File: config.mk
export PLATFORM = sky130hd
export DESIGN_NAME = gzip_header_parser
export DESIGN_NICKNAME = d
export VERILOG_FILES = /design/src/design/gzhp_pkg.sv /design/src/design/gzhp_core.sv /design/src/design/gzhp_out_reg.sv /design/src/design/gzip_header_parser.sv
export VERILOG_INCLUDE_DIRS = /design/src /design/src/design
export SDC_FILE = /design/constraint.sdc
export NUM_CORES = 1
export LEC_CHECK = 0
export BUFFER_PORTS_ARGS = -buffer_cell sky130_fd_sc_hd__buf_2
export CAP_MARGIN = 20
export CORE_ASPECT_RATIO = 2
export CORE_MARGIN = 2
export CORE_UTILIZATION = 53
export CTS_BUF_LIST = sky130_fd_sc_hd__clkbuf_8 sky130_fd_sc_hd__clkbuf_16
export DETAILED_ROUTE_END_ITERATION = 10
export HOLD_SLACK_MARGIN = 0.03
export PLACE_DENSITY = 0.74
export SLEW_MARGIN = 15
export SYNTH_ARGS = -nofsm -noshare
export SYNTH_HDL_FRONTEND = slang
export SYNTH_SLANG_ARGS = --single-unit
File: constraint.sdc
create_clock -name clk_i -period 5.78 [get_ports clk_i]
set_input_delay 0.578 -clock clk_i [delete_from_list [all_inputs] [get_ports clk_i]]
set_output_delay 0.578 -clock clk_i [all_outputs]
set_load 0.05 [all_outputs]
File: src/design/gzip_header_parser_assert.svh
// Assertion macros used by the parser core module.
// Each one is compiled out when SYNTHESIS is defined.
`ifndef GZIP_HEADER_PARSER_ASSERT_SVH
`define GZIP_HEADER_PARSER_ASSERT_SVH

`ifndef SYNTHESIS
// Check prop at every rising edge of clk while rstn is high.
`define GZHP_ASSERT(lbl, clk, rstn, prop) \
  lbl: assert property (@(posedge clk) disable iff (!rstn) (prop)) \
    else $error("gzhp assertion failed");
// Check that cond never holds while rstn is high.
`define GZHP_ASSERT_NEVER(lbl, clk, rstn, cond) \
  lbl: assert property (@(posedge clk) disable iff (!rstn) !(cond)) \
    else $error("gzhp forbidden condition seen");
`else
`define GZHP_ASSERT(lbl, clk, rstn, prop)
`define GZHP_ASSERT_NEVER(lbl, clk, rstn, cond)
`endif

`endif

File: src/design/gzhp_pkg.sv
package gzhp_pkg;

  // Width of the internal byte counter; reported offsets are always 16 bits.
  localparam int OffsetBits = 16;
  localparam int ClipBits   = (OffsetBits > 16) ? OffsetBits : 16;

  localparam logic [7:0] MagicId1 = 8'h1F;
  localparam logic [7:0] MagicId2 = 8'h8B;
  localparam int         MagicPos2 = 1;
  localparam int         FlagPos   = 3;
  localparam int         FixedLast = 9;

  // Flag byte bits
  localparam int FlagHcrc    = 1;
  localparam int FlagExtra   = 2;
  localparam int FlagName    = 3;
  localparam int FlagComment = 4;

  // Section order after the fixed header
  localparam logic [2:0] StageExtra   = 3'd0;
  localparam logic [2:0] StageName    = 3'd1;
  localparam logic [2:0] StageComment = 3'd2;
  localparam logic [2:0] StageCrc     = 3'd3;
  localparam logic [2:0] StageEnd     = 3'd4;

  localparam logic StatusOk       = 1'b0;
  localparam logic StatusBadMagic = 1'b1;

  localparam int TdataOutBits = 88;

  typedef enum logic [3:0] {
    PhIdle,
    PhFixed,
    PhXlo,
    PhXhi,
    PhXskip,
    PhName,
    PhComment,
    PhClo,
    PhChi,
    PhDone
  } phase_e;

  typedef logic [OffsetBits-1:0] pos_t;

  typedef struct packed {
    logic        status;
    logic        has_extra;
    logic [15:0] extra_offset;
    logic        has_name;
    logic [15:0] name_offset;
    logic        has_comment;
    logic [15:0] comment_offset;
    logic        has_hcrc;
    logic [15:0] header_crc;
    logic [15:0] data_offset;
  } result_t;

  // Advance the byte counter, holding at its maximum.
  function automatic pos_t next_pos(pos_t p);
    return (p == {OffsetBits{1'b1}}) ? p : p + 1'b1;
  endfunction

  // Report a counter value on 16 bits, saturating above 65535.
  function automatic logic [15:0] clip_offset(pos_t v);
    logic [ClipBits-1:0] w;
    w = ClipBits'(v);
    if (w > ClipBits'(16'hFFFF)) begin
      return 16'hFFFF;
    end
    return w[15:0];
  endfunction

endpackage

File: src/design/gzhp_core.sv
`include "gzip_header_parser_assert.svh"

module gzhp_core (
  input  logic              clk_i,
  input  logic              rst_ni,
  input  logic              accept_i,
  input  logic [7:0]        data_byte_i,
  input  logic              first_i,
  output logic              res_valid_o,
  output gzhp_pkg::result_t res_o
);

  gzhp_pkg::phase_e phase_q, phase_d;
  gzhp_pkg::pos_t   pos_q, pos_d;
  logic [4:1]       flags_q, flags_d;
  logic [15:0]      skip_q, skip_d;
  logic [7:0]       lo_q, lo_d;
  gzhp_pkg::pos_t   extra_start_q, extra_start_d;
  gzhp_pkg::pos_t   name_start_q, name_start_d;
  gzhp_pkg::pos_t   comment_start_q, comment_start_d;
  logic [15:0]      crc_q, crc_d;

  gzhp_pkg::pos_t   pos_inc;
  gzhp_pkg::pos_t   nx;
  logic             active;
  logic             start_bad;
  logic             err;
  logic             go_now;
  logic [2:0]       go_stage;
  gzhp_pkg::phase_e go_phase;
  logic             go_emit;
  logic [15:0]      word;
  logic [15:0]      skip_dec;

  assign pos_inc   = gzhp_pkg::next_pos(pos_q);
  assign nx        = gzhp_pkg::next_pos(pos_inc);
  assign word      = {data_byte_i, lo_q};
  assign skip_dec  = skip_q - 16'd1;
  assign active    = (phase_q != gzhp_pkg::PhIdle) && (phase_q != gzhp_pkg::PhDone);
  assign start_bad = first_i && (data_byte_i != gzhp_pkg::MagicId1);

  // Decode what the current byte does in the current phase.
  always_comb begin
    err      = 1'b0;
    go_now   = 1'b0;
    go_stage = gzhp_pkg::StageExtra;
    unique case (phase_q)
      gzhp_pkg::PhFixed: begin
        err    = (pos_inc == gzhp_pkg::OffsetBits'(gzhp_pkg::MagicPos2)) &&
                 (data_byte_i != gzhp_pkg::MagicId2);
        go_now = pos_inc == gzhp_pkg::OffsetBits'(gzhp_pkg::FixedLast);
      end
      gzhp_pkg::PhXhi: begin
        go_now   = word == 16'd0;
        go_stage = gzhp_pkg::StageName;
      end
      gzhp_pkg::PhXskip: begin
        go_now   = skip_dec == 16'd0;
        go_stage = gzhp_pkg::StageName;
      end
      gzhp_pkg::PhName: begin
        go_now   = data_byte_i == 8'd0;
        go_stage = gzhp_pkg::StageComment;
      end
      gzhp_pkg::PhComment: begin
        go_now   = data_byte_i == 8'd0;
        go_stage = gzhp_pkg::StageCrc;
      end
      gzhp_pkg::PhChi: begin
        go_now   = 1'b1;
        go_stage = gzhp_pkg::StageEnd;
      end
      default: begin
        go_now = 1'b0;
      end
    endcase
  end

  // Pick the next present section at or after go_stage; none left means emit.
  // The flag byte is captured well before the fixed header ends, so the
  // registered flags are already valid whenever a section change happens.
  always_comb begin
    go_emit  = 1'b0;
    go_phase = gzhp_pkg::PhDone;
    priority if (go_stage <= gzhp_pkg::StageExtra && flags_q[gzhp_pkg::FlagExtra]) begin
      go_phase = gzhp_pkg::PhXlo;
    end else if (go_stage <= gzhp_pkg::StageName && flags_q[gzhp_pkg::FlagName]) begin
      go_phase = gzhp_pkg::PhName;
    end else if (go_stage <= gzhp_pkg::StageComment &&
                 flags_q[gzhp_pkg::FlagComment]) begin
      go_phase = gzhp_pkg::PhComment;
    end else if (go_stage <= gzhp_pkg::StageCrc && flags_q[gzhp_pkg::FlagHcrc]) begin
      go_phase = gzhp_pkg::PhClo;
    end else begin
      go_emit = 1'b1;
    end
  end

  // Next state
  always_comb begin
    phase_d = phase_q;
    if (accept_i) begin
      priority if (first_i) begin
        phase_d = start_bad ? gzhp_pkg::PhDone : gzhp_pkg::PhFixed;
      end else if (!active) begin
        phase_d = phase_q;
      end else if (err) begin
        phase_d = gzhp_pkg::PhDone;
      end else if (go_now) begin
        phase_d = go_phase;
      end else begin
        unique case (phase_q)
          gzhp_pkg::PhXlo: phase_d = gzhp_pkg::PhXhi;
          gzhp_pkg::PhXhi: phase_d = gzhp_pkg::PhXskip;
          gzhp_pkg::PhClo: phase_d = gzhp_pkg::PhChi;
          default:         phase_d = phase_q;
        endcase
      end
    end
  end

  // Datapath state updates
  always_comb begin
    pos_d           = pos_q;
    flags_d         = flags_q;
    skip_d          = skip_q;
    lo_d            = lo_q;
    extra_start_d   = extra_start_q;
    name_start_d    = name_start_q;
    comment_start_d = comment_start_q;
    crc_d           = crc_q;
    if (accept_i && first_i) begin
      pos_d   = '0;
      flags_d = '0;
    end else if (accept_i && active) begin
      pos_d = pos_inc;
      unique case (phase_q)
        gzhp_pkg::PhFixed: begin
          if (pos_inc == gzhp_pkg::OffsetBits'(gzhp_pkg::FlagPos)) begin
            flags_d = data_byte_i[4:1];
          end
        end
        gzhp_pkg::PhXlo, gzhp_pkg::PhClo: lo_d = data_byte_i;
        gzhp_pkg::PhXhi:   skip_d = word;
        gzhp_pkg::PhXskip: skip_d = skip_dec;
        gzhp_pkg::PhChi:   crc_d  = word;
        default: begin
          lo_d = lo_q;
        end
      endcase
      if (go_now && !err) begin
        unique case (go_phase)
          gzhp_pkg::PhXlo:     extra_start_d   = nx;
          gzhp_pkg::PhName:    name_start_d    = nx;
          gzhp_pkg::PhComment: comment_start_d = nx;
          default:             crc_d           = crc_d;
        endcase
      end
    end
  end

  // Result
  always_comb begin
    res_valid_o = 1'b0;
    res_o       = '0;
    if (accept_i && (start_bad || (!first_i && active && err))) begin
      res_valid_o  = 1'b1;
      res_o.status = gzhp_pkg::StatusBadMagic;
    end else if (accept_i && !first_i && active && go_now && go_emit) begin
      res_valid_o          = 1'b1;
      res_o.status         = gzhp_pkg::StatusOk;
      res_o.has_extra      = flags_q[gzhp_pkg::FlagExtra];
      res_o.extra_offset   = flags_q[gzhp_pkg::FlagExtra] ?
                             gzhp_pkg::clip_offset(extra_start_q) : 16'd0;
      res_o.has_name       = flags_q[gzhp_pkg::FlagName];
      res_o.name_offset    = flags_q[gzhp_pkg::FlagName] ?
                             gzhp_pkg::clip_offset(name_start_q) : 16'd0;
      res_o.has_comment    = flags_q[gzhp_pkg::FlagComment];
      res_o.comment_offset = flags_q[gzhp_pkg::FlagComment] ?
                             gzhp_pkg::clip_offset(comment_start_q) : 16'd0;
      res_o.has_hcrc       = flags_q[gzhp_pkg::FlagHcrc];
      res_o.header_crc     = flags_q[gzhp_pkg::FlagHcrc] ? crc_d : 16'd0;
      res_o.data_offset    = gzhp_pkg::clip_offset(nx);
    end
  end

  always_ff @(posedge clk_i or negedge rst_ni) begin
    if (!rst_ni) begin
      phase_q <= gzhp_pkg::PhIdle;
      pos_q   <= '0;
      flags_q <= '0;
    end else begin
      phase_q <= phase_d;
      pos_q   <= pos_d;
      flags_q <= flags_d;
    end
  end

  always_ff @(posedge clk_i) begin
    skip_q          <= skip_d;
    lo_q            <= lo_d;
    extra_start_q   <= extra_start_d;
    name_start_q    <= name_start_d;
    comment_start_q <= comment_start_d;
    crc_q           <= crc_d;
  end

  `GZHP_ASSERT(a_result_ends_parse, clk_i, rst_ni,
    res_valid_o |=> phase_q == gzhp_pkg::PhDone)
  `GZHP_ASSERT(a_error_fields_zero, clk_i, rst_ni,
    (res_valid_o && res_o.status) |-> (res_o.data_offset == 16'd0 && !res_o.has_extra))
  `GZHP_ASSERT_NEVER(a_no_result_when_idle, clk_i, rst_ni,
    accept_i && !first_i && !active && res_valid_o)
  `GZHP_ASSERT(a_pos_monotonic, clk_i, rst_ni,
    (accept_i && !first_i) |=> pos_q >= $past(pos_q))

endmodule

File: src/design/gzhp_out_reg.sv
module gzhp_out_reg (
  input  logic                                clk_i,
  input  logic                                rst_ni,
  input  logic                                load_i,
  input  gzhp_pkg::result_t                   res_i,
  output logic                                free_o,
  output logic                                m_tvalid_o,
  input  logic                                m_tready_i,
  output logic [gzhp_pkg::TdataOutBits-1:0]   m_tdata_o,
  output logic                                m_tuser_o
);

  logic              valid_q, valid_d;
  gzhp_pkg::result_t res_q;

  // A held result can be replaced in the cycle it transfers.
  assign free_o = !valid_q || m_tready_i;

  always_comb begin
    valid_d = valid_q;
    if (load_i) begin
      valid_d = 1'b1;
    end else if (m_tready_i) begin
      valid_d = 1'b0;
    end
  end

  always_ff @(posedge clk_i or negedge rst_ni) begin
    if (!rst_ni) begin
      valid_q <= 1'b0;
    end else begin
      valid_q <= valid_d;
    end
  end

  always_ff @(posedge clk_i) begin
    if (load_i) begin
      res_q <= res_i;
    end
  end

  assign m_tvalid_o = valid_q;
  assign m_tuser_o  = res_q.status;
  assign m_tdata_o  = {4'd0,
                       res_q.data_offset,
                       res_q.header_crc,
                       res_q.has_hcrc,
                       res_q.comment_offset,
                       res_q.has_comment,
                       res_q.name_offset,
                       res_q.has_name,
                       res_q.extra_offset,
                       res_q.has_extra};

endmodule

File: src/design/gzip_header_parser.sv
// gzip member header parser.
// Input stream: one byte of a gzip member per transfer on s_tdata_i; s_tuser_i
// high marks offset 0 of a new member and restarts the parse at any time.
// Output stream: at most one result per member, issued for the byte that
// completes the header (or the byte that breaks the magic), with m_tuser_o
// giving the status (0 parsed, 1 bad magic) and m_tdata_o the section flags
// and offsets. Bytes after the result are dropped until the next first byte.
// Throughput: one byte per cycle while s_tready_o is high. The state machine and
// offset counter update in the same cycle as the transfer, and the result
// register raises m_tvalid_o in the cycle after the deciding input transfer.
// The result register decouples the two sides: s_tready_o stays high while the
// register is empty or being emptied, so input keeps flowing while a result
// waits; only a result held against a low m_tready_i stalls the input.
// Reset (rst_ni low, asynchronous) returns the parser to idle, waiting for a
// first byte, and empties the result register. No clearing pass is needed.
module gzip_header_parser (
  input  logic                              clk_i,
  input  logic                              rst_ni,
  input  logic                              s_tvalid_i,
  output logic                              s_tready_o,
  input  logic [7:0]                        s_tdata_i,  // [7:0] data_byte
  input  logic                              s_tuser_i,  // [0] first
  output logic                              m_tvalid_o,
  input  logic                              m_tready_i,
  // [0] has_extra, [16:1] extra_offset, [17] has_name, [33:18] name_offset,
  // [34] has_comment, [50:35] comment_offset, [51] has_hcrc,
  // [67:52] header_crc, [83:68] data_offset, [87:84] zero
  output logic [gzhp_pkg::TdataOutBits-1:0] m_tdata_o,
  output logic                              m_tuser_o   // [0] status
);

  logic              accept;
  logic              free;
  logic              res_valid;
  gzhp_pkg::result_t res;

  assign s_tready_o = free;
  assign accept     = s_tvalid_i && free;

  gzhp_core u_core (
    .clk_i       (clk_i),
    .rst_ni      (rst_ni),
    .accept_i    (accept),
    .data_byte_i (s_tdata_i),
    .first_i     (s_tuser_i),
    .res_valid_o (res_valid),
    .res_o       (res)
  );

  gzhp_out_reg u_out_reg (
    .clk_i      (clk_i),
    .rst_ni     (rst_ni),
    .load_i     (res_valid),
    .res_i      (res),
    .free_o     (free),
    .m_tvalid_o (m_tvalid_o),
    .m_tready_i (m_tready_i),
    .m_tdata_o  (m_tdata_o),
    .m_tuser_o  (m_tuser_o)
  );

endmodule

**Word-level counts from Yosys, hierarchy flattened**

Index checks and enable logic that the tools add are counted.

- Flip-flop bits (word level): 198
- Input port bits: 13
- Output and inout bits: 91
- Logic and storage cells: 158

- Add/sub/neg operators: 3
- $lt $le $gt $ge: 8
- Equality and inequality tests: 19
- Mux-type cells: 53
- Bitwise logic cells: 6
- Reductions and logical operators: 49

Operator list:

| cell | count |
|---|---|
| $mux W16 | 15 |
| $gt A16 B16 Y1 const B | 4 |
| $mux W4 | 13 |
| $add A16 B1 Y16 const B | 2 |
| $eq A16 B16 Y1 const B | 2 |
| $logic_not A16 Y1 | 2 |
| $pmux W16 S2 | 1 |
| $eq A4 B3 Y1 const B | 6 |
| $mux W1 | 21 |
| $logic_and A1 B1 Y1 | 18 |
| $eq A16 B1 Y1 const B | 1 |
| $eq A16 B2 Y1 const B | 1 |
| $eq A16 B4 Y1 const B | 1 |
| $sub A16 B1 Y16 const B | 1 |
| $eq A4 B2 Y1 const B | 3 |
| $pmux W3 S4 | 1 |
| $pmux W4 S3 | 1 |
| $reduce_and A3 Y1 | 4 |
| $reduce_and A4 Y1 | 3 |
| $reduce_bool A2 Y1 | 6 |
| $reduce_or A3 Y1 | 4 |
| $logic_not A8 Y1 | 1 |
| $ne A8 B5 Y1 const B | 1 |
| $ne A8 B8 Y1 const B | 1 |
| other kinds (12) | 25 |

**Longest topological paths before layout**

- Depth in word-level cells: 13
- Depth in mapped cells: 15

**Modules after synthesis**

A second synthesis with hierarchy kept.

- Cells, all modules: 768
- Area, all modules: 9205.1 um^2

By module, submodules not included:

| module | instances | cells an instance | area each (um^2) | seq. area each (um^2) |
|---|---|---|---|---|
| gzhp_core | 1 | 674 | 6565.0 | 3083.0 |
| gzhp_out_reg | 1 | 93 | 2633.8 | 2577.5 |
| gzip_header_parser | 1 | 1 | 6.3 | 0.0 |

**Worst setup path before layout**

Ideal clock, no wire load.

- Kind: flip-flop to flip-flop
- Start: register u_core.pos_q[6]
- End: register u_out_reg.res_q (netlist bit u_out_reg.m_tdata_o[0]) (enable)
- Setup time: 0.446 ns
- Arrival time: 4.943 ns
- Required time: 5.334 ns
- Slack: 0.391 ns
- Cell stages (with the launch flop): 12
- Period minus slack after synthesis: 5.389 ns
- Cells stage by stage: dfrtp_1 -> buf_2 -> nand4_2 -> nor4_1 -> mux2i_2 -> nand3_1 -> or4b_1 -> o31a_1 -> buf_6 -> or4_1 -> buf_2 -> nand2_1

- Longest elaborated chain between the ends: 9
- Elaborated cells between the ends (all ways): 15
- Classes of those cells: add/sub: 1; eq/ne: 3; mux: 5; reduce/logical: 6

RTL lines:

| element | line | RTL |
|---|---|---|
| start, declared | gzhp_core.sv:14 | `gzhp_pkg::pos_t pos_q, pos_d;` |
| start signal, assigned | gzhp_core.sv:194 | `pos_q <= pos_d;` |
| $add A16 B1 Y16 or $eq A16 B16 Y1 (tied branches) | gzhp_pkg.sv:61 | `return (p == {OffsetBits{1'b1}}) ? p : p + 1'b1;` |
| $mux W16 (*) | gzhp_pkg.sv:61 |  |
| branches (longest 6 deep; another with $eq A16 B4 Y1) | -- |  |
| $mux W1 (*) | gzhp_core.sv:166 | `if (accept_i && (start_bad \|\| (!first_i && active && err))) begin` |
| net res_valid | gzip_header_parser.sv:34 | `logic res_valid;` |
| end signal, assigned | gzhp_out_reg.sv:38 | `res_q <= res_i;` |
| end, declared | gzhp_out_reg.sv:14 | `gzhp_pkg::result_t res_q;` |

Mark *: on every way through the listed nets, which the timed path passes.
A chain may end at the register's enable or synchronous reset.

**Final worst setup path**

- Start: register u_core.skip_q[1]
- End: register u_out_reg.res_q (netlist bit u_out_reg.m_tdata_o[38]) (enable)

- Longest elaborated chain between the ends: 7

RTL lines:

| element | line | RTL |
|---|---|---|
| start, declared | gzhp_core.sv:16 | `logic [15:0] skip_q, skip_d;` |
| start signal, assigned | gzhp_core.sv:200 | `skip_q <= skip_d;` |
| $sub A16 B1 Y16 | gzhp_core.sv:38 | `assign skip_dec = skip_q - 16'd1;` |
| $logic_not A16 Y1 | gzhp_core.sv:58 | `go_now = skip_dec == 16'd0;` |
| $pmux W1 S5 | gzhp_core.sv:47 | `unique case (phase_q)` |
| $logic_and A1 B1 Y1 (2 in series) | gzhp_core.sv:169 | `end else if (accept_i && !first_i && active && go_now && go_emit) begin` |
| $mux W1 | gzhp_core.sv:169 |  |
| $mux W1 | gzhp_core.sv:166 |  |
| net res_valid | gzip_header_parser.sv:34 |  |

The timed path passes the listed nets, and every way through them passes these cells.

==> run_results.csv <==
group,metric,value,unit
status,run_status,"finished clean",
worst_setup_path,path_cells,"inv_1 -> ha_1 -> or3b_1 -> or2_0 -> a211o_1 -> a221oi_1 -> a31oi_1 -> o31a_1 -> or4_1 -> buf_4 -> nand2_4 -> buf_4",
sta,max_freq,0.216,GHz
sta,rsz0062_at_grt,"false",
logic_synthesis,synth_ff_type,"edfxtp_1",
pwr,p_leak,4.04,nW
placement,gp_congestion,0.942,
layout,most-common-layout-cells,"edfxtp_1 (157), buf_2 (99), and3_1 (69), nand2_1 (65), o21ai_0 (40)",
die,start_util,0.543,
placement,pre_cts_slack,1.18,ns
layout,layout-drive-gt1-share,0.237,
pwr,seq_power_share,0.490,
pwr,power_density,337,nW/µm²
run,cap_viol_max_count,0,
clocking,cts_setup_buffers,0,
pwr,p_switching,1.11,mW
logic_synthesis,ys_ff_latch,198,
detailed_routing,drt-initial-drc-count,399,
clocking,tritoncts,"built",
placement,post_dp_cell_area,9780,µm²
sta,period_share,0.801,
clocking,cts-resized-gates,0,
placement,port_buffers,99,
layout,fin_area,10400,µm²
clocking,cts_sinks,198,
sta,slew_violations,0,
detailed_routing,first_pass_iters,5,
pwr,ir_drop,0.229,mV
worst_setup_path,rr_endpoint,"u_out_reg.m_tdata_o[38]",
global_routing,grt_max_degree,72,
logic_synthesis,synthArstFlopShare,0.126,
die,core.rowCount,67,
clocking,numCtsBuffers,17,
die,die_w,96.6,µm
pwr,swShare,0.319,
clocking,clk_pin_slew,0.08,ns
detailed_routing,route.detailed.drc,0,
logic_synthesis,netlist_area,9100,µm²
global_routing,antenna_found_initial,0,
die,die_h,189,µm
clocking,postCtsHoldBufs,0,
global_routing,grt_pass1_vias,6454,
worst_setup_path,crit_path_max_fanout,26,
logic_synthesis,synth.avg_cell_area,12.3,µm²
clocking,h-tree-depth,4,
sta,hold_slack,0.161,ns
layout,layout-area-overhead-vs-synth,13.9,%
logic_synthesis,yosysSeqAreaShare,0.622,
logic_synthesis,ys_types,81,
worst_setup_path,crit_arrival,4.75,ns
sta,hold_viol_final,0,
worst_setup_path,crit_top_cell,"buf_4",
detailed_routing,post_drt_wl_per_cell,21.6,µm
sta,tightest_slew,1.04,ns
logic_synthesis,netlist_instances,739,
sta,clock_skew,0.0130,ns
global_routing,overflow,0,
worst_setup_path,r2r_start,"u_core.skip_q[1]",
sta,finalSetupViolations,0,
logic_synthesis,synth_edf_count,157,
sta,maxSlewHeadroom,0.304,
pwr,clkPwrFrac,0.330,
sta,setup_tns,0,ns
placement,dpl.cell_count,1015,
layout,regArea,5660,µm²
pwr,power,3.49,mW
layout,num_antenna_cells,0,
layout,multi_input_area,3190,µm²
worst_setup_path,crit_slowest_cell,"or4_1",
worst_setup_path,endpoint_kind,"register",
die,pin_count,104,
placement,dp_hpwl,16400,µm
sta,period_minus_slack,4.63,ns
clocking,cts_root_buf,"clkbuf_16",
worst_setup_path,rrSetupSlack,1.15,ns
detailed_routing,vias_per_cell,6.18,
detailed_routing,antenna_left,0,
hold_path,holdCritPathClass,"input pin to async pin",
worst_setup_path,criticalPathCategory,"register to register",
layout,utilization,0.618,
die,core,16800,µm²
worst_setup_path,required,5.90,ns
global_routing,grt_usage,0.247,
layout,final_common_cell,"edfxtp_1",
global_routing,grt_first_pass_wirelength,35100,µm
layout,fillers,1370,
die,dieArea,18300,µm²
worst_setup_path,cp-start-kind,"register",
sta,fin_ws,1.15,ns
detailed_routing,finalWirelength,22600,µm
logic_synthesis,yosys_warnings,0,
detailed_routing,vias,6472,
layout,fin_cells,1047,
worst_setup_path,max_stage_delay,0.55,ns
layout,final_net_count,845,
clocking,cts_max_path_buffers,2,
pwr,p_int,2.38,mW
clocking,clock_latency,0.44,ns
pwr,p_comb_frac,0.180,
worst_setup_path,r2r_cells,12,
-- cells in the mapped netlist (10+ instances only) --
master | instances | share of area
mux2_2 | 20 | 0.025
mux2i_1 | 10 | 0.011
clkbuf_1 | 26 | 0.011
nand2b_1 | 14 | 0.0096
nand3_1 | 12 | 0.0066
a21oi_1 | 21 | 0.012
and2_1 | 14 | 0.0096
nor4_1 | 18 | 0.012
o21ai_0 | 40 | 0.022
dfrtp_1 | 25 | 0.069
edfxtp_1 | 157 | 0.52
and3_1 | 69 | 0.047
inv_1 | 12 | 0.0050
nand2_1 | 66 | 0.027
nor2_1 | 33 | 0.014
xnor2_1 | 14 | 0.013
dfxtp_1 | 16 | 0.035
nor3_1 | 16 | 0.0088
buf_4 | 12 | 0.0099
-- worst max-delay path, delay by kind of cell, from the launching register on --
kind / cells / cell delay (ns)
AO/OA/AOI/OAI: 4 / 1.19
adder cells (fa/ha/maj): 1 / 0.23
buffers and inverters: 3 / 0.65
flip-flops: 1 / 0.47
AND/OR/NAND/NOR: 4 / 1.75
-- worst max-delay path by stage --
stage	start	end	cells after the start
global route	u_core.skip_q[0]	u_out_reg.m_tdata_o[41]	12
finish	u_core.skip_q[1]	u_out_reg.m_tdata_o[38]	12
detailed placement	u_core.pos_q[6]	u_out_reg.m_tdata_o[42]	10
global placement	u_core.pos_q[6]	u_out_reg.m_tdata_o[43]	10
floorplan	u_core.pos_q[6]	u_out_reg.m_tdata_o[0]	11
CTS	u_core.pos_q[6]	u_out_reg.m_tdata_o[41]	10
-- sequential cells by signal (all words and copies together), names as in the netlist, 4 cells and up --
name,count
u_core.comment_start_q,16
u_core.crc_q,16
u_core.extra_start_q,16
u_core.flags_q,4
u_core.lo_q,8
u_core.name_start_q,16
u_core.phase_q,4
u_core.pos_q,16
u_core.skip_q,16
u_out_reg.m_tdata_o,84
-- power groups by stage --
| stage | Sequential, mW | Combinational (mW) | Clock, mW |
|---|---|---|---|
| after CTS | 1.71 | 0.626 | 1.17 |
| after floorplan | 1.92 | 0.234 | 0 |
| after global placement | 1.73 | 0.615 | 0 |
| final | 1.71 | 0.628 | 1.15 |
| after detailed placement | 1.74 | 0.624 | 0 |
| after global routing | 1.72 | 0.657 | 1.22 |
-- layout make-up --
cell class / instances / share of cell area
Sequential cell: 198 / 0.546
Multi-Input combinational cell: 484 / 0.307
Timing Repair Buffer: 114 / 0.0611
Clock buffer: 17 / 0.0410
Tap cell: 207 / 0.0250
Clock inverter: 15 / 0.0150
Inverter: 12 / 0.00435
-- logic make-up after synthesis --
logic type,Yosys count,share of synthesized area
other cells,1,0.000412
mux,32,0.0385
fa+ha+maj,5,0.00688
flops,198,0.622
simple gates,299,0.189
compound gates,124,0.0912
buf+inv,60,0.0325
xor+xnor,20,0.0193
-- routing by layer --
| layer | vias up | GRT usage | part of all wire |
|---|---|---|---|
| met5 | - | 0 | 0 |
| met4 | 0 | 0.133 | 0.050 |
| met3 | 82 | 0.0443 | 0.045 |
| met2 | 255 | 0.467 | 0.56 |
| met1 | 3177 | 0.254 | 0.35 |
| li1 | 2958 | - | - |
No activity file was read; power rests on OpenSTA's default activity.
